## config.mk

```make
export PLATFORM = sky130hd
export DESIGN_NAME = battery_protection_monitor
export DESIGN_NICKNAME = d
export VERILOG_FILES = /design/src/bpm_pkg.sv /design/src/bpm_csr.sv /design/src/bpm_core.sv /design/src/battery_protection_monitor.sv
export SDC_FILE = /design/constraint.sdc
export NUM_CORES = 1
export LEC_CHECK = 0
export ABC_AREA = 1
export BUFFER_PORTS_ARGS = -buffer_cell sky130_fd_sc_hd__buf_2
export CORE_AREA = 2 2 132 134
export CTS_BUF_LIST = sky130_fd_sc_hd__clkbuf_2
export CTS_CLUSTER_DIAMETER = 50
export DETAILED_ROUTE_END_ITERATION = 8
export DIE_AREA = 0 0 134 136
export HOLD_SLACK_MARGIN = 0.06
export PLACE_DENSITY = 0.94
export SYNTH_ARGS = -nofsm -noshare
export SYNTH_HDL_FRONTEND = slang
export SYNTH_HIERARCHICAL = 1
export SYNTH_SLANG_ARGS = --single-unit
```

## constraint.sdc

```tcl
create_clock -name clock -period 7.62 [get_ports clock]
set_clock_uncertainty 0.05 [all_clocks]
set_input_delay 0.381 -clock clock [delete_from_list [all_inputs] [get_ports clock]]
set_output_delay 0.381 -clock clock [all_outputs]
set_load 0.03 [all_outputs]
```

## src/bpm_pkg.sv

```systemverilog
// Shared types, register codes and reset values of the battery protection monitor.
package bpm_pkg;

   localparam int CSR_INDEX_WIDTH = 3;
   localparam int CSR_DATA_WIDTH  = 32;

   // Register indexes of the configuration port
   typedef enum logic [CSR_INDEX_WIDTH-1:0] {
      CSR_VOLT_HIGH_SET   = 3'd0,
      CSR_VOLT_HIGH_CLEAR = 3'd1,
      CSR_VOLT_LOW_SET    = 3'd2,
      CSR_VOLT_LOW_CLEAR  = 3'd3,
      CSR_TEMP_LIMITS     = 3'd4,
      CSR_SOC_STEP        = 3'd5
   } csr_index_type;

   // Reset values of the configuration registers
   localparam logic [15:0] VOLT_HIGH_SET_RST   = 16'd4350;
   localparam logic [15:0] VOLT_HIGH_CLEAR_RST = 16'd4250;
   localparam logic [15:0] VOLT_LOW_SET_RST    = 16'd3000;
   localparam logic [15:0] VOLT_LOW_CLEAR_RST  = 16'd3200;
   localparam logic [31:0] TEMP_LIMITS_RST     = 32'h0500_373C;
   localparam logic [6:0]  SOC_STEP_RST        = 7'd0;

   // Input sample
   typedef struct packed {
      logic [15:0] cell_voltage;
      logic [15:0] cell_temp;
      logic [7:0]  charge_percent;
   } req_type;

   // Result flags
   typedef struct packed {
      logic over_voltage;
      logic under_voltage;
      logic over_temp;
      logic under_temp;
      logic soc_event;
      logic alarm;
   } rsp_type;

   // Configuration registers as seen by the datapath
   typedef struct packed {
      logic [15:0] volt_high_set;
      logic [15:0] volt_high_clear;
      logic [15:0] volt_low_set;
      logic [15:0] volt_low_clear;
      logic [31:0] temp_limits_packed;
      logic [6:0]  soc_step;
   } cfg_type;

endpackage

```

## src/bpm_csr.sv

```systemverilog
// Configuration register file of the battery protection monitor.
module bpm_csr (
   input  logic                                 clock,
   input  logic                                 reset,
   input  logic                                 csr_valid,
   output logic                                 csr_ready,
   input  logic [bpm_pkg::CSR_INDEX_WIDTH-1:0]  csr_index,
   input  logic [bpm_pkg::CSR_DATA_WIDTH-1:0]   csr_data,
   output bpm_pkg::cfg_type                     cfg
);

   bpm_pkg::cfg_type cfg_ff;
   bpm_pkg::cfg_type cfg_in;

   // Registers always take a write
   assign csr_ready = 1'b1;

   // Decode the register index; unknown indexes are dropped
   always_comb begin
      cfg_in = cfg_ff;
      if (csr_valid) begin
         case (csr_index)
            bpm_pkg::CSR_VOLT_HIGH_SET:   cfg_in.volt_high_set      = csr_data[15:0];
            bpm_pkg::CSR_VOLT_HIGH_CLEAR: cfg_in.volt_high_clear    = csr_data[15:0];
            bpm_pkg::CSR_VOLT_LOW_SET:    cfg_in.volt_low_set       = csr_data[15:0];
            bpm_pkg::CSR_VOLT_LOW_CLEAR:  cfg_in.volt_low_clear     = csr_data[15:0];
            bpm_pkg::CSR_TEMP_LIMITS:     cfg_in.temp_limits_packed = csr_data[31:0];
            bpm_pkg::CSR_SOC_STEP:        cfg_in.soc_step           = csr_data[6:0];
            default:                      cfg_in = cfg_ff;
         endcase
      end
   end

   always_ff @(posedge clock) begin
      if (reset) begin
         cfg_ff.volt_high_set      <= bpm_pkg::VOLT_HIGH_SET_RST;
         cfg_ff.volt_high_clear    <= bpm_pkg::VOLT_HIGH_CLEAR_RST;
         cfg_ff.volt_low_set       <= bpm_pkg::VOLT_LOW_SET_RST;
         cfg_ff.volt_low_clear     <= bpm_pkg::VOLT_LOW_CLEAR_RST;
         cfg_ff.temp_limits_packed <= bpm_pkg::TEMP_LIMITS_RST;
         cfg_ff.soc_step           <= bpm_pkg::SOC_STEP_RST;
      end else begin
         cfg_ff <= cfg_in;
      end
   end

   assign cfg = cfg_ff;

endmodule

```

## src/bpm_core.sv

```systemverilog
// Sample register, flag update logic and result register of the protection monitor.
module bpm_core (
   input  logic              clock,
   input  logic              reset,
   input  bpm_pkg::cfg_type  cfg,
   input  logic              req_valid,
   output logic              req_ready,
   input  bpm_pkg::req_type  req_data,
   output logic              rsp_valid,
   input  logic              rsp_ready,
   output bpm_pkg::rsp_type  rsp_data
);

   localparam logic [15:0] TEMP_OFFSET = 16'd2731;
   localparam logic [7:0]  SOC_FULL    = 8'd100;

   typedef struct packed {
      logic over_voltage;
      logic under_voltage;
      logic over_temp;
      logic under_temp;
      logic full_hit;
      logic step_hit;
      logic empty_hit;
      logic latch;
      logic event_bit;
   } flag_state_type;

   // {hit, latch, event} after one SOC stage
   typedef struct packed {
      logic hit;
      logic latch;
      logic event_bit;
   } soc_stage_type;

   // Signed degree-C byte to 0.1 K: c*10 + 2731, always positive
   function automatic logic [15:0] temp_limit(input logic [7:0] deg);
      logic signed [15:0] c;
      logic signed [15:0] k;
      c = {{8{deg[7]}}, deg};
      k = (c <<< 3) + (c <<< 1) + $signed(TEMP_OFFSET);
      return k;
   endfunction

   function automatic soc_stage_type soc_stage(input logic hit, input logic latch,
                                               input logic event_bit, input logic cond);
      soc_stage_type s;
      s = '{hit: hit, latch: latch, event_bit: event_bit};
      if (hit && latch) begin
         s.event_bit = 1'b0;
         if (!cond) begin
            s.hit   = 1'b0;
            s.latch = 1'b0;
         end
      end else if (!hit && cond) begin
         s.event_bit = 1'b1;
         s.hit       = 1'b1;
         s.latch     = 1'b1;
      end
      return s;
   endfunction

   logic              in_valid_ff;
   bpm_pkg::req_type  in_data_ff;
   logic              rsp_valid_ff;
   bpm_pkg::rsp_type  rsp_data_ff;
   bpm_pkg::rsp_type  rsp_data_in;
   flag_state_type    state_ff;
   flag_state_type    state_in;
   logic              advance;

   logic [15:0]   th_high_set;
   logic [15:0]   th_high_clear;
   logic [15:0]   th_low_set;
   logic [15:0]   th_low_clear;
   logic [7:0]    step_level;
   logic          step_ok;
   soc_stage_type st_full;
   soc_stage_type st_step;
   soc_stage_type st_empty;

   // Handshake: the sample moves on whenever the result slot is free or being drained
   assign advance   = in_valid_ff && (!rsp_valid_ff || rsp_ready);
   assign req_ready = !in_valid_ff || advance;

   // Temperature limits in 0.1 K
   assign th_high_set   = temp_limit(cfg.temp_limits_packed[7:0]);
   assign th_high_clear = temp_limit(cfg.temp_limits_packed[15:8]);
   assign th_low_set    = temp_limit(cfg.temp_limits_packed[23:16]);
   assign th_low_clear  = temp_limit(cfg.temp_limits_packed[31:24]);

   // Delta level; a step above 100 never matches
   assign step_ok    = ({1'b0, cfg.soc_step} <= SOC_FULL);
   assign step_level = SOC_FULL - {1'b0, cfg.soc_step};

   // Flag update for the held sample: set check then clear check
   always_comb begin
      state_in = state_ff;

      if (!state_in.over_voltage && in_data_ff.cell_voltage > cfg.volt_high_set)
         state_in.over_voltage = 1'b1;
      if (state_in.over_voltage && in_data_ff.cell_voltage < cfg.volt_high_clear)
         state_in.over_voltage = 1'b0;

      if (!state_in.under_voltage && in_data_ff.cell_voltage < cfg.volt_low_set)
         state_in.under_voltage = 1'b1;
      if (state_in.under_voltage && in_data_ff.cell_voltage > cfg.volt_low_clear)
         state_in.under_voltage = 1'b0;

      if (!state_in.over_temp && in_data_ff.cell_temp > th_high_set)
         state_in.over_temp = 1'b1;
      if (state_in.over_temp && in_data_ff.cell_temp < th_high_clear)
         state_in.over_temp = 1'b0;

      if (!state_in.under_temp && in_data_ff.cell_temp < th_low_set)
         state_in.under_temp = 1'b1;
      if (state_in.under_temp && in_data_ff.cell_temp > th_low_clear)
         state_in.under_temp = 1'b0;

      // SOC chain: full, delta, empty share the latch and event bit
      st_full  = soc_stage(state_ff.full_hit, state_ff.latch, state_ff.event_bit,
                           in_data_ff.charge_percent >= SOC_FULL);
      st_step  = soc_stage(state_ff.step_hit, st_full.latch, st_full.event_bit,
                           step_ok && (in_data_ff.charge_percent == step_level));
      st_empty = soc_stage(state_ff.empty_hit, st_step.latch, st_step.event_bit,
                           in_data_ff.charge_percent == 8'd0);

      if (cfg.soc_step != 7'd0) begin
         state_in.full_hit  = st_full.hit;
         state_in.step_hit  = st_step.hit;
         state_in.empty_hit = st_empty.hit;
         state_in.latch     = st_empty.latch;
         state_in.event_bit = st_empty.event_bit;
      end else begin
         state_in.full_hit  = 1'b0;
         state_in.step_hit  = 1'b0;
         state_in.empty_hit = 1'b0;
         state_in.latch     = 1'b0;
         state_in.event_bit = 1'b0;
      end

      rsp_data_in.over_voltage  = state_in.over_voltage;
      rsp_data_in.under_voltage = state_in.under_voltage;
      rsp_data_in.over_temp     = state_in.over_temp;
      rsp_data_in.under_temp    = state_in.under_temp;
      rsp_data_in.soc_event     = state_in.event_bit;
      rsp_data_in.alarm         = state_in.over_voltage | state_in.under_voltage |
                                  state_in.over_temp | state_in.under_temp |
                                  state_in.event_bit;
   end

   // Control and flag state
   always_ff @(posedge clock) begin
      if (reset) begin
         in_valid_ff  <= 1'b0;
         rsp_valid_ff <= 1'b0;
         state_ff     <= '0;
      end else begin
         if (req_ready)
            in_valid_ff <= req_valid;
         if (advance) begin
            state_ff     <= state_in;
            rsp_valid_ff <= 1'b1;
         end else if (rsp_ready) begin
            rsp_valid_ff <= 1'b0;
         end
      end
   end

   // Payload registers
   always_ff @(posedge clock) begin
      if (req_valid && req_ready)
         in_data_ff <= req_data;
      if (advance)
         rsp_data_ff <= rsp_data_in;
   end

   assign rsp_valid = rsp_valid_ff;
   assign rsp_data  = rsp_data_ff;

endmodule

```

## src/battery_protection_monitor.sv

```systemverilog
// Top level of the battery protection monitor.
//
//  channel   direction  handshake              payload
//  req_      in         req_valid / req_ready  req_data  (cell_voltage, cell_temp, charge_percent)
//  rsp_      out        rsp_valid / rsp_ready  rsp_data  (four flags, soc_event, alarm)
//  csr_      in         csr_valid / csr_ready  csr_index, csr_data
//
// One sample per cycle while results are taken; a result is registered after its sample's transfer,
// passing the sample register, then the result register, and a stalled result holds both.
// The flag update is a single pass of compares between those two registers.
// Reset (synchronous) clears all flags, the SOC latch/event state and loads default limits.
// While a result waits on rsp_ready, one more sample is still taken into the sample register.
// csr_ready is always high; a write is registered in the configuration registers.
module battery_protection_monitor (
   input  logic                                 clock,
   input  logic                                 reset,
   input  logic                                 req_valid,
   output logic                                 req_ready,
   input  bpm_pkg::req_type                     req_data,
   output logic                                 rsp_valid,
   input  logic                                 rsp_ready,
   output bpm_pkg::rsp_type                     rsp_data,
   input  logic                                 csr_valid,
   output logic                                 csr_ready,
   input  logic [bpm_pkg::CSR_INDEX_WIDTH-1:0]  csr_index,
   input  logic [bpm_pkg::CSR_DATA_WIDTH-1:0]   csr_data
);

   bpm_pkg::cfg_type cfg;

   bpm_csr u_bpm_csr (
      .clock     (clock),
      .reset     (reset),
      .csr_valid (csr_valid),
      .csr_ready (csr_ready),
      .csr_index (csr_index),
      .csr_data  (csr_data),
      .cfg       (cfg)
   );

   bpm_core u_bpm_core (
      .clock     (clock),
      .reset     (reset),
      .cfg       (cfg),
      .req_valid (req_valid),
      .req_ready (req_ready),
      .req_data  (req_data),
      .rsp_valid (rsp_valid),
      .rsp_ready (rsp_ready),
      .rsp_data  (rsp_data)
   );

endmodule

```

==> results.txt <==
----------------------------------------------------
[Synth]
  Area fraction of the dominant cell type after synthesis ... 21.2%
  Top post-synthesis cells by count ... nand2_1, inv_1, ha_1, nor2_1, dfxtp_1
  Fraction of registers with async set/reset ... 0%
  Proportion of synthesized chip area in sequential cells ... 34.1%
  Main synth FF type ... dfxtp_1
  Post-synthesis share of cell area spent on full adders, half adders and majority gates ... 20.4%
  Dominant cells by area after synthesis ... dfxtp_1, ha_1, edfxtp_1
  Synthesized Nets ... 1675
  Register bit total from synthesis ... 160
  Area share of and/or/nand/nor cells after synthesis ... 25.5%
  Xor/xnor cell area share of the yosys netlist ... 2.61%
  Combinational family with the most area after synthesis ... simple AND/OR/NAND/NOR gates
  Synth Instances ... 1420
  Syn Std Cell Area ... 0.0107 mm2
  Synthesized-area fraction occupied by ao, oa, aoi and oai cells ... 8.15%
  Unique masters post-synth ... 40
  Proportion of synthesized area in mux cells ... 0%
  Syn_area_per_cell ... 7.57 um2
  Most numerous cell in the Yosys netlist ... nand2_1
  Number of flops mapped to enable cells by yosys ... 46
  YS warnings ... 6
  Area leader, netlist ... dfxtp_1

[Die]
  Starting density of the core ... 63.7%
  Die ar. ... 0.0182 mm2
  Vertical die dimension ... 136 um
  Core Rows ... 48
  Core Box Area ... 0.0169 mm2
  Count of boundary I/O pins ... 89
  Die W ... 134 um

[Setup path]
  Type of destination of the critical path ... register
  Arrival time reported for the critical path endpoint ... 4.10 ns
  Data required time at the worst endpoint ... 8.10 ns
  Worst setup path class ... register to register
  Chain of cells forming the critical path ... inv_1, ha_1, inv_1, ha_1, inv_1, o21bai_1, nand2_1, nand2_1, a21oi_1, inv_1, a21oi_1, o21ai_0, xor2_1, ha_1, nand2_1, nor4b_2, nand3_1, a21o_1, nand2_1, nand4_1
  Count of buffering cells on the critical path with inverters included ... 4
  Worst-path cell with the longest stage delay ... dfxtp_1
  Max stage delay on crit path ... 0.39 ns
  Kind of cell with the highest combined delay on the critical path ... adder cells
  Critical-path maximum fanout ... 3
  Critical Path Start Type ... register

[STA]
  Worst relative slew slack ... 23.2%
  Total count of hold-check failures in the final report ... 0
  Final worst-path cycle share ... 47.5%
  Unrepaired setup endpoints after global routing ... false
  Final-report max-slew violation count ... 0
  Actual transition at the worst max-transition pin ... 1.15 ns
  Setup ws final ... 4.00 ns
  Maximum clock frequency ... 277 MHz
  Final critical-path required period ... 3.62 ns
  Endpoints failing setup ... 0
  Final setup TNS ... 0 ns

[Clock network]
  Htree depth ... 4
  Skew-Pair Late Insertion Delay ... 0.76 ns
  Maximum number of buffers from clock root to sink ... 2
  Clock Tree Root ... clkbuf_2
  TritonCTS clock tree ... done
  CTS buffer count ... 17
  Reg clk slew, reported paths ... 0.25 ns
  Num Clock Sinks ... 160

[Power]
  Worst voltage drop across the vdd grid ... 0.000124 V
  Static power due to leakage ... 0.00623 uW
  Pwr Density ... 151 mW/mm2

[Place]
  DP Wirelength ... 19700 um
  Number of port buffers ... 87
  Final weighted congestion in routability-driven placement ... 0.908
  Post-detailed-placement cell area ... 0.0113 mm2
  Pre-CTS setup slack ... 4.07 ns

[Hold path]
  Type of the worst min-delay path ... input pin to register

[Global routing]
  Pin count of the biggest net entering global routing ... 104
  Total routing resource utilization after global routing ... 32.3%
  Vias in the first global route ... 10300
  Initial antenna violation count ... 1
  Global-route wire length before repair ... 46800 um
  GR Overflow Total ... 0

[Final layout]
  Post-route standard cell area excluding fillers ... 0.0124 mm2
  Fill cells ... 1194
  Share of post-route cells with drive strength above 1 ... 9.77%
  Total number of nets in the final design ... 1838
  Post-Route Utilization ... 73.7%
  Syn-to-layout area delta ... 15.8%

[Drt]
  Number of optimization iterations in the first detailed-route pass ... 7
  Wire length on met2 ... 14200 um
  Vias ... 10200
  Post-route DRC violation count ... 0
  Overall routed net length ... 28900 um
  Remaining number of nets flagged by the antenna check after routing ... 0
  Top layer used by detailed routing ... met4
  Detailed router's first-iteration violation count ... 801
  Met1 WL ... 11000 um
  Amount of wire on met3 after detailed routing ... 2070 um
  Final routed wire length divided by cell count ... 15.9 um
  Vias per cell ... 5.62

[Status]
  Status ... completed

[Job]
  Max-Cap Viols ... 0

----------------------------------------------------
-- registers in the layout (all words and copies together) (netlist names) --
| signal | count |
|---|---|
| u_bpm_core/in_data_ff | 40 |
| u_bpm_core/rsp_valid | 1 |
| u_bpm_core/state_ff | 9 |
| u_bpm_csr/cfg | 103 |
| u_bpm_core/rsp_data | 6 |
| u_bpm_core/in_valid_ff | 1 |
-- layout make-up --
class	instances	area (um2)	share of cell area, %
diodes	1	2.50	0.0201
clock buffers	18	90.1	0.724
clock inverters	14	156	1.26
inverters	221	830	6.67
multi-input cells	1006	6090	49.0
flip-flops and latches	160	3660	29.4
well taps	225	282	2.26
repair buffers	177	1320	10.6
-- layer usage --
| layer | global-route usage, % | up-vias |
|---|---|---|
| met5 | 0 | - |
| met4 | 20.0 | 0 |
| met3 | 6.19 | 149 |
| met2 | 58.5 | 476 |
| met1 | 34.9 | 4674 |
| li1 | - | 4933 |
-- per-stage QoR --
stage                     hold slack [ns]  instances  total power (uW)
after floorplan                     0.379       1420              1240
after global placement              0.393       1704              1340
after detailed placement            0.394       1704              1360
after CTS                          0.0646       1821              1880
after global routing                0.115       1822              1980
final                               0.108       1822              1880
-- cell usage in the layout, fill, tap and decap left out, types with 8 or more instances in the layout --
master         count
xnor2_1            8
o21ai_0           39
a21oi_1           94
nor3_1            13
nor2_2             8
edfxtp_1          46
nor2_1           161
ha_1             175
nand4_1            9
buf_2             87
inv_1            214
nand3_1          107
clkbuf_2          18
xor2_1            24
dfxtp_1          114
nand2_1          306
dlygate4sd3_1     85
nand3b_1          16
-- where the power goes --
part           switching [uW]  internal [uW]
clock network             331            157
registers                34.5            916
logic                     258            183
total                     624           1260
-- final timing paths --
path         slack [ns]                          endpoint  depth (start not counted)                           start
max                4.00  u_bpm_core/rsp_data[0]$_DFFE_PP_                         20   u_bpm_csr/cfg[9]$_SDFFE_PP1P_
min                0.11     u_bpm_csr/cfg[0]$_SDFFE_PP0P_                          5                    csr_index[2]
min reg2reg        0.44    u_bpm_csr/cfg[49]$_SDFFE_PP1P_                          2  u_bpm_csr/cfg[49]$_SDFFE_PP1P_
max reg2reg        4.00  u_bpm_core/rsp_data[0]$_DFFE_PP_                         20   u_bpm_csr/cfg[9]$_SDFFE_PP1P_
-- kinds of logic (layout without fill, tap and decap cells) --
kind of cell / count (synthesis) / after routing
other cells: 1 / 2
flops: 160 / 160
xor+xnor: 32 / 32
simple gates: 638 / 638
fa+ha+maj: 175 / 175
buf+inv: 254 / 430
compound gates: 160 / 160
-- worst register-to-register path, delay by kind of cell (launching register included) --
family / cells / cell delay [ns]
xor gates and xnor gates: 1 / 0.17
buffers and inverters: 4 / 0.30
and+or+nand+nor: 7 / 0.85
DFF: 1 / 0.39
adders and majority gates: 3 / 0.86
AOI/OAI and AO/OA: 5 / 0.77
-- timing repair --
item,CTS,global route
hold buffers,85,0
buffers inserted,0,0
hold endpoints to repair,154,0
gates resized for setup,0,0
No activity file was read; power rests on OpenSTA's default activity.
